[src/rtl/tpc_pkg.sv]
// Shared constants, types and helpers for the touch point conditioner.
// Used by tpc_scale and touch_point_conditioner; depends on nothing.
package tpc_pkg;

  localparam int RELEASE_POLLS_DEF = 6;
  localparam int SCREEN_BITS_DEF   = 11;
  localparam int COORD_MAX_BITS    = 12;
  localparam int RAW_BITS          = 12;
  localparam int OUT_BITS          = 11;
  localparam int CFG_BITS          = 12;
  localparam int CFG_INDEX_BITS    = 3;
  localparam int COUNT_BITS        = 4;
  localparam int QUOT_LOSS         = 7;

  localparam logic [CFG_INDEX_BITS-1:0] REG_SWAP_AXES     = 3'd0;
  localparam logic [CFG_INDEX_BITS-1:0] REG_FLIP_X        = 3'd1;
  localparam logic [CFG_INDEX_BITS-1:0] REG_FLIP_Y        = 3'd2;
  localparam logic [CFG_INDEX_BITS-1:0] REG_SCREEN_WIDTH  = 3'd3;
  localparam logic [CFG_INDEX_BITS-1:0] REG_SCREEN_HEIGHT = 3'd4;

  localparam logic [CFG_BITS-1:0] WIDTH_RESET  = 12'd320;
  localparam logic [CFG_BITS-1:0] HEIGHT_RESET = 12'd240;

  localparam int RAW_X_LO = 22;
  localparam int RAW_X_HI = 288;
  localparam int RAW_Y_LO = 17;
  localparam int RAW_Y_HI = 242;
  localparam int X_SPAN   = RAW_X_HI - RAW_X_LO;
  localparam int Y_SPAN   = RAW_Y_HI - RAW_Y_LO;
  localparam int X_HALF   = X_SPAN / 2;
  localparam int Y_HALF   = Y_SPAN / 2;

  // X: numerator is halved, then divided by span/2 (odd) via reciprocal
  localparam int X_DIV          = X_SPAN / 2;
  localparam int RECIP_X_SHIFT  = 31;
  localparam longint unsigned RECIP_X =
    ((64'd1 << RECIP_X_SHIFT) + 64'(X_DIV) - 64'd1) / 64'(X_DIV);
  localparam int RECIP_Y_SHIFT  = 32;
  localparam longint unsigned RECIP_Y =
    ((64'd1 << RECIP_Y_SHIFT) + 64'(Y_SPAN) - 64'd1) / 64'(Y_SPAN);

  typedef struct packed {
    logic valid;
    logic press;
  } stage_ctl_t;

  function automatic logic [COORD_MAX_BITS-1:0] median3(
    input logic [COORD_MAX_BITS-1:0] a,
    input logic [COORD_MAX_BITS-1:0] b,
    input logic [COORD_MAX_BITS-1:0] c
  );
    logic [COORD_MAX_BITS-1:0] lo;
    logic [COORD_MAX_BITS-1:0] hi;
    lo = (a < b) ? a : b;
    hi = (a < b) ? b : a;
    if (c < lo) begin
      return lo;
    end else if (c > hi) begin
      return hi;
    end
    return c;
  endfunction

endpackage

[src/rtl/touch_point_conditioner.sv]
// Top level: config registers, clamp, 3-point median filter, release hold.
// Depends on tpc_pkg and tpc_scale.
//
//   channel  handshake                 payload
//   poll     poll_valid / poll_stall   status_byte x_high y_high low_nibbles
//   point    point_valid / point_stall screen_x screen_y touch_active
//   cfg      cfg_valid / cfg_ready     cfg_index cfg_data
//
// One request per cycle in, one point per cycle out while point_stall is low;
// the stages: input reg, calibration multiply, reciprocal divide, filter/result reg.
// Filter state lives in the last stage, so each point sees the one before.
// Synchronous reset clears valids, filter/hold state and config defaults.
// A stalled point holds; requests keep flowing until the pipe is full.
module touch_point_conditioner #(
  parameter int RELEASE_POLLS = tpc_pkg::RELEASE_POLLS_DEF,
  parameter int SCREEN_BITS   = tpc_pkg::SCREEN_BITS_DEF
) (
  input  logic                                clk,
  input  logic                                rst,
  input  logic                                poll_valid,
  output logic                                poll_stall,
  input  logic [7:0]                          status_byte,
  input  logic [7:0]                          x_high,
  input  logic [7:0]                          y_high,
  input  logic [7:0]                          low_nibbles,
  output logic                                point_valid,
  input  logic                                point_stall,
  output logic [tpc_pkg::OUT_BITS-1:0]        screen_x,
  output logic [tpc_pkg::OUT_BITS-1:0]        screen_y,
  output logic                                touch_active,
  input  logic                                cfg_valid,
  output logic                                cfg_ready,
  input  logic [tpc_pkg::CFG_INDEX_BITS-1:0]  cfg_index,
  input  logic [tpc_pkg::CFG_BITS-1:0]        cfg_data
);

  localparam int OUT_BITS   = tpc_pkg::OUT_BITS;
  localparam int CFG_BITS   = tpc_pkg::CFG_BITS;
  localparam int CMAX       = tpc_pkg::COORD_MAX_BITS;
  localparam int CW         = tpc_pkg::COUNT_BITS;
  localparam int QW         = tpc_pkg::RAW_BITS + SCREEN_BITS - tpc_pkg::QUOT_LOSS;
  localparam int TOP        = 1 << SCREEN_BITS;
  localparam logic [CW-1:0] HOLD = CW'(RELEASE_POLLS);

  logic                swap_axes;
  logic                flip_x;
  logic                flip_y;
  logic [CFG_BITS-1:0] screen_width;
  logic [CFG_BITS-1:0] screen_height;

  logic [SCREEN_BITS-1:0] lim_x;
  logic [SCREEN_BITS-1:0] lim_y;

  tpc_pkg::stage_ctl_t    c_ctl;
  logic [QW-1:0]          qx;
  logic [QW-1:0]          qy;
  logic                   drain;
  logic                   take;

  logic [SCREEN_BITS-1:0] hist_x [3];
  logic [SCREEN_BITS-1:0] hist_y [3];
  logic [1:0]             slot;
  logic                   primed;
  logic [CW-1:0]          release_count;
  logic [SCREEN_BITS-1:0] last_x;
  logic [SCREEN_BITS-1:0] last_y;
  logic [SCREEN_BITS-1:0] out_x;
  logic [SCREEN_BITS-1:0] out_y;
  logic                   out_active;

  logic [SCREEN_BITS-1:0] clamp_x;
  logic [SCREEN_BITS-1:0] clamp_y;
  logic [CW-1:0]          count_next;
  logic                   active;
  logic [SCREEN_BITS-1:0] px;
  logic [SCREEN_BITS-1:0] py;
  logic [1:0]             slot_use;
  logic [1:0]             slot_next;
  logic [SCREEN_BITS-1:0] hist_x_next [3];
  logic [SCREEN_BITS-1:0] hist_y_next [3];
  logic [SCREEN_BITS-1:0] med_x;
  logic [SCREEN_BITS-1:0] med_y;

  assign cfg_ready = 1'b1;

  always_ff @(posedge clk) begin
    if (rst) begin
      swap_axes     <= 1'b0;
      flip_x        <= 1'b0;
      flip_y        <= 1'b0;
      screen_width  <= tpc_pkg::WIDTH_RESET;
      screen_height <= tpc_pkg::HEIGHT_RESET;
    end else if (cfg_valid && cfg_ready) begin
      case (cfg_index)
        tpc_pkg::REG_SWAP_AXES:     swap_axes     <= cfg_data[0];
        tpc_pkg::REG_FLIP_X:        flip_x        <= cfg_data[0];
        tpc_pkg::REG_FLIP_Y:        flip_y        <= cfg_data[0];
        tpc_pkg::REG_SCREEN_WIDTH:  screen_width  <= cfg_data;
        tpc_pkg::REG_SCREEN_HEIGHT: screen_height <= cfg_data;
        default: ;
      endcase
    end
  end

  // largest coordinate per axis: size 0 acts as 1, size capped at 2^SCREEN_BITS
  always_comb begin
    if (screen_width == '0) begin
      lim_x = '0;
    end else if ({1'b0, screen_width} > (CFG_BITS+1)'(TOP)) begin
      lim_x = '1;
    end else begin
      lim_x = SCREEN_BITS'(screen_width - 1'b1);
    end
    if (screen_height == '0) begin
      lim_y = '0;
    end else if ({1'b0, screen_height} > (CFG_BITS+1)'(TOP)) begin
      lim_y = '1;
    end else begin
      lim_y = SCREEN_BITS'(screen_height - 1'b1);
    end
  end

  tpc_scale #(
    .SCREEN_BITS (SCREEN_BITS)
  ) u_scale (
    .clk         (clk),
    .rst         (rst),
    .poll_valid  (poll_valid),
    .poll_stall  (poll_stall),
    .status_byte (status_byte),
    .x_high      (x_high),
    .y_high      (y_high),
    .low_nibbles (low_nibbles),
    .swap_axes   (swap_axes),
    .flip_x      (flip_x),
    .flip_y      (flip_y),
    .lim_x       (lim_x),
    .lim_y       (lim_y),
    .drain       (drain),
    .c_ctl       (c_ctl),
    .qx          (qx),
    .qy          (qy)
  );

  assign drain = !point_valid || !point_stall;
  assign take  = c_ctl.valid && drain;

  always_comb begin
    clamp_x = (qx > QW'(lim_x)) ? lim_x : qx[SCREEN_BITS-1:0];
    clamp_y = (qy > QW'(lim_y)) ? lim_y : qy[SCREEN_BITS-1:0];
    count_next = (release_count < HOLD) ? release_count + 1'b1 : release_count;
    active = c_ctl.press || (count_next < HOLD);
    px = c_ctl.press ? clamp_x : last_x;
    py = c_ctl.press ? clamp_y : last_y;
    slot_use  = (primed && slot != 2'd3) ? slot : 2'd0;
    slot_next = (slot_use == 2'd2) ? 2'd0 : slot_use + 1'b1;
    for (int i = 0; i < 3; i++) begin
      hist_x_next[i] = primed ? hist_x[i] : px;
      hist_y_next[i] = primed ? hist_y[i] : py;
    end
    hist_x_next[slot_use] = px;
    hist_y_next[slot_use] = py;
    med_x = SCREEN_BITS'(tpc_pkg::median3(CMAX'(hist_x_next[0]), CMAX'(hist_x_next[1]),
                                          CMAX'(hist_x_next[2])));
    med_y = SCREEN_BITS'(tpc_pkg::median3(CMAX'(hist_y_next[0]), CMAX'(hist_y_next[1]),
                                          CMAX'(hist_y_next[2])));
  end

  always_ff @(posedge clk) begin
    if (rst) begin
      point_valid   <= 1'b0;
      slot          <= 2'd0;
      primed        <= 1'b0;
      release_count <= '0;
      last_x        <= '0;
      last_y        <= '0;
    end else begin
      if (drain) begin
        point_valid <= c_ctl.valid;
      end
      if (take) begin
        release_count <= c_ctl.press ? '0 : count_next;
        if (active) begin
          slot   <= slot_next;
          primed <= 1'b1;
          last_x <= med_x;
          last_y <= med_y;
        end else begin
          primed <= 1'b0;
        end
      end
    end
  end

  always_ff @(posedge clk) begin
    if (take) begin
      out_active <= active;
      if (active) begin
        hist_x <= hist_x_next;
        hist_y <= hist_y_next;
        out_x  <= med_x;
        out_y  <= med_y;
      end else begin
        out_x  <= last_x;
        out_y  <= last_y;
      end
    end
  end

  assign screen_x     = OUT_BITS'(out_x);
  assign screen_y     = OUT_BITS'(out_y);
  assign touch_active = out_active;

`ifndef SYNTHESIS
  hold_count_bound: assert property (@(posedge clk) disable iff (rst)
    release_count <= HOLD)
    else $error("release hold count past limit");

  slot_range: assert property (@(posedge clk) disable iff (rst)
    slot != 2'd3)
    else $error("history slot out of range");

  idle_unprimed: assert property (@(posedge clk) disable iff (rst)
    point_valid && !touch_active |-> !primed)
    else $error("filter still primed after release result");

  press_resets_hold: assert property (@(posedge clk) disable iff (rst)
    take && c_ctl.press |=> release_count == '0 && primed)
    else $error("press did not restart hold and filter");
`endif

endmodule

[src/rtl/tpc_scale.sv]
// Front pipeline: input register, calibration multiply, reciprocal divide.
// Depends on tpc_pkg; feeds the filter stage in touch_point_conditioner.
module tpc_scale #(
  parameter int SCREEN_BITS = tpc_pkg::SCREEN_BITS_DEF
) (
  input  logic                   clk,
  input  logic                   rst,
  input  logic                   poll_valid,
  output logic                   poll_stall,
  input  logic [7:0]             status_byte,
  input  logic [7:0]             x_high,
  input  logic [7:0]             y_high,
  input  logic [7:0]             low_nibbles,
  input  logic                   swap_axes,
  input  logic                   flip_x,
  input  logic                   flip_y,
  input  logic [SCREEN_BITS-1:0] lim_x,
  input  logic [SCREEN_BITS-1:0] lim_y,
  input  logic                   drain,
  output tpc_pkg::stage_ctl_t    c_ctl,
  output logic [tpc_pkg::RAW_BITS+SCREEN_BITS-tpc_pkg::QUOT_LOSS-1:0] qx,
  output logic [tpc_pkg::RAW_BITS+SCREEN_BITS-tpc_pkg::QUOT_LOSS-1:0] qy
);

  localparam int RAW_BITS = tpc_pkg::RAW_BITS;
  localparam int NUMW     = RAW_BITS + SCREEN_BITS;
  localparam int QW       = NUMW - tpc_pkg::QUOT_LOSS;
  localparam int PW       = NUMW + 25;
  localparam int DW       = RAW_BITS + 1;

  logic                a_valid;
  logic                a_press;
  logic [RAW_BITS-1:0] a_rx;
  logic [RAW_BITS-1:0] a_ry;
  logic                b_valid;
  logic                b_press;
  logic [NUMW-1:0]     num_x;
  logic [NUMW-1:0]     num_y;
  logic                c_valid;
  logic                c_press;
  logic                b_open;
  logic                c_open;

  logic [RAW_BITS-1:0] sx;
  logic [RAW_BITS-1:0] sy;
  logic signed [DW-1:0] dx;
  logic signed [DW-1:0] dy;
  logic [RAW_BITS-1:0] dxc;
  logic [RAW_BITS-1:0] dyc;
  logic [NUMW-1:0]     num_x_next;
  logic [NUMW-1:0]     num_y_next;
  logic [PW-1:0]       prod_x;
  logic [PW-1:0]       prod_y;

  assign c_open     = !c_valid || drain;
  assign b_open     = !b_valid || c_open;
  assign poll_stall = a_valid && !b_open;

  always_comb begin
    sx = swap_axes ? a_ry : a_rx;
    sy = swap_axes ? a_rx : a_ry;
    dx = flip_x ? (DW'(tpc_pkg::RAW_X_HI) - $signed({1'b0, sx}))
                : ($signed({1'b0, sx}) - DW'(tpc_pkg::RAW_X_LO));
    dy = flip_y ? (DW'(tpc_pkg::RAW_Y_HI) - $signed({1'b0, sy}))
                : ($signed({1'b0, sy}) - DW'(tpc_pkg::RAW_Y_LO));
    // below the calibration floor the scaled value always lands on 0
    dxc = dx[DW-1] ? '0 : dx[RAW_BITS-1:0];
    dyc = dy[DW-1] ? '0 : dy[RAW_BITS-1:0];
    num_x_next = NUMW'(dxc) * NUMW'(lim_x) + NUMW'(tpc_pkg::X_HALF);
    num_y_next = NUMW'(dyc) * NUMW'(lim_y) + NUMW'(tpc_pkg::Y_HALF);
    prod_x = PW'(num_x[NUMW-1:1]) * PW'(tpc_pkg::RECIP_X);
    prod_y = PW'(num_y) * PW'(tpc_pkg::RECIP_Y);
  end

  always_ff @(posedge clk) begin
    if (rst) begin
      a_valid <= 1'b0;
      b_valid <= 1'b0;
      c_valid <= 1'b0;
    end else begin
      if (!a_valid || b_open) begin
        a_valid <= poll_valid;
      end
      if (b_open) begin
        b_valid <= a_valid;
      end
      if (c_open) begin
        c_valid <= b_valid;
      end
    end
  end

  always_ff @(posedge clk) begin
    if (poll_valid && !poll_stall) begin
      a_press <= (status_byte[3:0] != 4'd0);
      a_rx    <= {x_high, low_nibbles[3:0]};
      a_ry    <= {y_high, low_nibbles[7:4]};
    end
    if (b_open) begin
      b_press <= a_press;
      num_x   <= num_x_next;
      num_y   <= num_y_next;
    end
    if (c_open) begin
      c_press <= b_press;
      qx      <= prod_x[tpc_pkg::RECIP_X_SHIFT +: QW];
      qy      <= prod_y[tpc_pkg::RECIP_Y_SHIFT +: QW];
    end
  end

  assign c_ctl.valid = c_valid;
  assign c_ctl.press = c_press;

endmodule
[config.mk]
export PLATFORM = sky130hd
export DESIGN_NAME = touch_point_conditioner
export DESIGN_NICKNAME = d
export VERILOG_FILES = /design/src/rtl/tpc_pkg.sv /design/src/rtl/touch_point_conditioner.sv /design/src/rtl/tpc_scale.sv
export SDC_FILE = /design/constraint.sdc
export NUM_CORES = 2
export LEC_CHECK = 0
export BUFFER_PORTS_ARGS = -buffer_cell sky130_fd_sc_hd__buf_2
export CORE_AREA = 5 5 399 401
export DETAILED_ROUTE_END_ITERATION = 16
export DIE_AREA = 0 0 404 406
export HOLD_SLACK_MARGIN = 0.05
export PLACE_DENSITY_LB_ADDON = 0.1
export SLEW_MARGIN = 20
export SYNTH_ARGS = -nofsm -noshare
export SYNTH_HDL_FRONTEND = slang
export SYNTH_SLANG_ARGS = --single-unit
[constraint.sdc]
create_clock -name clk -period 8.5 [get_ports clk]
set_clock_uncertainty 0.2 [all_clocks]
set_input_delay 0.425 -clock clk [delete_from_list [all_inputs] [get_ports clk]]
set_output_delay 0.425 -clock clk [all_outputs]
set_load 0.03 [all_outputs]
==> impl_metrics.ini <==
[clock_tree]
cts_root_buf = clkbuf_16
cts_inserted_buffers = 38
htree_levels = 2
cts_tree = yes
cts.path.max_buffers = 3
clk_pin_slew_ns = 0.07
clkSinkCount = 252
clock_latency_ns = 0.62

[timing]
whs_ns = 0.138
tightest_slew_ns = 1.06
period_minus_slack_ns = 8.11
period_share = 0.954
slew_headroom = 0.296
drv_slew = 0
finalSetupTns_ns = 0
finalHoldViolCount = 0
rsz0062_at_grt = true
setup_violations = 0
fmax_mhz = 123

[place]
port-buffer-count = 72
dp_hpwl_um = 99800
gp_congestion = 0.795
dp.cells = 6306

[die]
coreArea_mm2 = 0.155
initial_core_util = 0.248
die_w_um = 404
io_pins = 78
rows = 145
fp.dieH_um = 406
dieArea_mm2 = 0.164

[finish]
final_cells = 6443
drive_gt1_frac = 0.141
nets = 5580
area.growth.synth_to_final_pct = 19.1

[yosys]
synth_flop_cell = edfxtp_1
yosysSeqAreaShare = 0.181
synth_edf_count = 192
synth_cell_types = 92
synth_most_common_cell = inv_1
ys_async_sr_fraction = 0
synth_common_cells = inv_1 (791), ha_1 (677), fa_1 (496), nand2_1 (334), nor2_1 (272)
syn_inst = 3973
yosysWarnings = 0
syn_area_mm2 = 0.0385
yosysTopAreaCell = fa_1
syn_nets = 5198
avgSynthCellArea_um2 = 9.68
synth.area.top_cells = fa_1 (26%), ha_1 (22%), edfxtp_1 (15%), inv_1 (7.7%), nand2_1 (3.3%)
ys_ff_latch = 252
synth_top_cell_area_share = 0.258

[min_path]
hold_depth = 4
hold_end = swap_axes
min-delay-path-class = input port to flip-flop
worstHoldStart = cfg_valid

[global_route]
track_usage = 0.146
grt_pass1_vias = 30300
grt_max_degree = 78
antenna_found_initial = 5
overflow = 0
grt_pass1_wl_um = 184000

[setup_path]
criticalPathCategory = flip-flop to flip-flop
critPathRequiredTime_ns = 8.84
worstPathArrival_ns = 8.45
end_kind = flip-flop
slowest_delay_ns = 0.58
worst-r2r-setup-slack_ns = 0.39
regToRegStartpoint = screen_width[2]
path_buf_inv = 9
crit_path_top_delay_cell = or4_4
critical_path_peak_fanout = 6
rr_endpoint = last_x[7]
r2r.worst_path.cells = 41
path_common_cell = a21o_1
start_kind = flip-flop
crit_family = compound AO/OA/AOI/OAI gates

[drt]
drt-total-wl_um = 119000
vias_per_cell = 4.41
vias = 28400
dr.pass1.iters = 5
drt-initial-drc-count = 1210
ant_nets = 0
drc = 0
wl_per_cell_um = 18.4

[run]
drv_cap = 0

[status]
status = completed
## worst max path at each step
stage	end	startpoint	slack, ns	cells past startpoint
floorplan	screen_x[2]	screen_width[6]	0.02	40
global placement	screen_y[0]	screen_height[1]	-0.32	36
detailed placement	screen_y[0]	screen_height[1]	-0.50	36
CTS	last_x[7]	screen_width[2]	0.02	39
global route	last_y[3]	screen_height[1]	-0.07	44
finish	last_x[7]	screen_width[2]	0.39	41
## cells by family after synthesis
logic type,after synthesis,share of synthesized area
AO/OA/AOI/OAI,506,0.0894
XOR/XNOR,95,0.0216
adder cells (fa/ha/maj),1176,0.479
buffers and inverters,896,0.0885
flip-flops,252,0.181
multiplexers,109,0.0295
other,1,0.0000975
AND/OR/NAND/NOR,938,0.111
## layout by cell type, fill, tap and decap left out, types with 15 or more instances in the layout
| cell type | netlist | final |
|---|---|---|
| nor3_1 | 94 | 88 |
| o21ai_0 | 84 | 67 |
| clkbuf_16 | 0 | 39 |
| or3_1 | 30 | 30 |
| dlygate4sd3_1 | 0 | 43 |
| xnor2_1 | 61 | 61 |
| mux2_2 | 31 | 29 |
| nand2_1 | 334 | 329 |
| and2_1 | 15 | 15 |
| inv_1 | 791 | 788 |
| nand3_1 | 40 | 40 |
| buf_4 | 5 | 309 |
| o21a_1 | 26 | 25 |
| a21oi_1 | 141 | 129 |
| buf_2 | 7 | 73 |
| nand2b_1 | 26 | 26 |
| ha_1 | 677 | 674 |
| xor2_1 | 34 | 33 |
| nor2_1 | 272 | 269 |
| and3_1 | 16 | 16 |
| mux2i_1 | 76 | 62 |
| dfxtp_1 | 60 | 60 |
| edfxtp_1 | 192 | 192 |
| nor2b_1 | 26 | 25 |
| fa_1 | 496 | 496 |
| o21ai_1 | 10 | 19 |
| a21o_1 | 43 | 43 |
| a31oi_1 | 30 | 24 |
| a211oi_1 | 26 | 18 |
| nand4_1 | 23 | 23 |
## flip-flops by register name, indices dropped and copies added, names as in the netlist, 12 cells and up
name,count
hist_y,33
u_scale.a_rx,12
u_scale.num_x,22
hist_x,33
u_scale.qy,16
u_scale.a_ry,12
u_scale.qx,15
screen_height,12
u_scale.num_y,23
screen_width,12
## area by class of cell
cell class / instances / area [µm²]
Antenna cell: 2 / 5.00
Clock buffer: 54 / 1040
Clock inverter: 14 / 179
Fill cell: 16700 / 109000
Inverter: 796 / 2990
Multi-Input combinational cell: 2826 / 28700
Sequential cell: 252 / 6970
Tap cell: 2058 / 2570
Timing Repair Buffer: 441 / 3360
## worst reg2reg max path: cells and delay by family (launching register included)
kind | cells | cell delay, ns
adder cells (fa/ha/maj) | 3 | 0.69
buffers and inverters | 9 | 1.30
AO/OA/AOI/OAI | 20 | 3.35
multiplexers | 2 | 0.49
flip-flops | 1 | 0.35
AND/OR/NAND/NOR | 7 | 1.69
## metrics by stage
step	utilization	setup slack, ns	cell area [µm²]
final	0.295	0.388	45800
after global placement	0.279	-0.323	43400
after floorplan	-	0.0207	38500
after global routing	0.295	-0.0661	45800
after detailed placement	0.279	-0.498	43400
after CTS	0.290	0.0151	45100
## per-layer routing
| layer | global-route usage | wire length (µm) | part of all wire |
|---|---|---|---|
| met5 | 0 | 0 | 0 |
| met4 | 0.0217 | 1230 | 0.010 |
| met3 | 0.0137 | 3050 | 0.026 |
| met2 | 0.231 | 52500 | 0.44 |
| met1 | 0.221 | 62000 | 0.52 |
## timing repair
item,CTS,global route
setup buffers,4,17
cloned,1,2
endpoints found under the hold margin,54,0
pin swaps,2,28
resized for setup,13,113
setup endpoints to repair,36,49
hold buffers,43,0
Power is left out: the tool's default activity adds up to more than one toggle a clock period on the data nets, which glitch-free logic cannot reach.
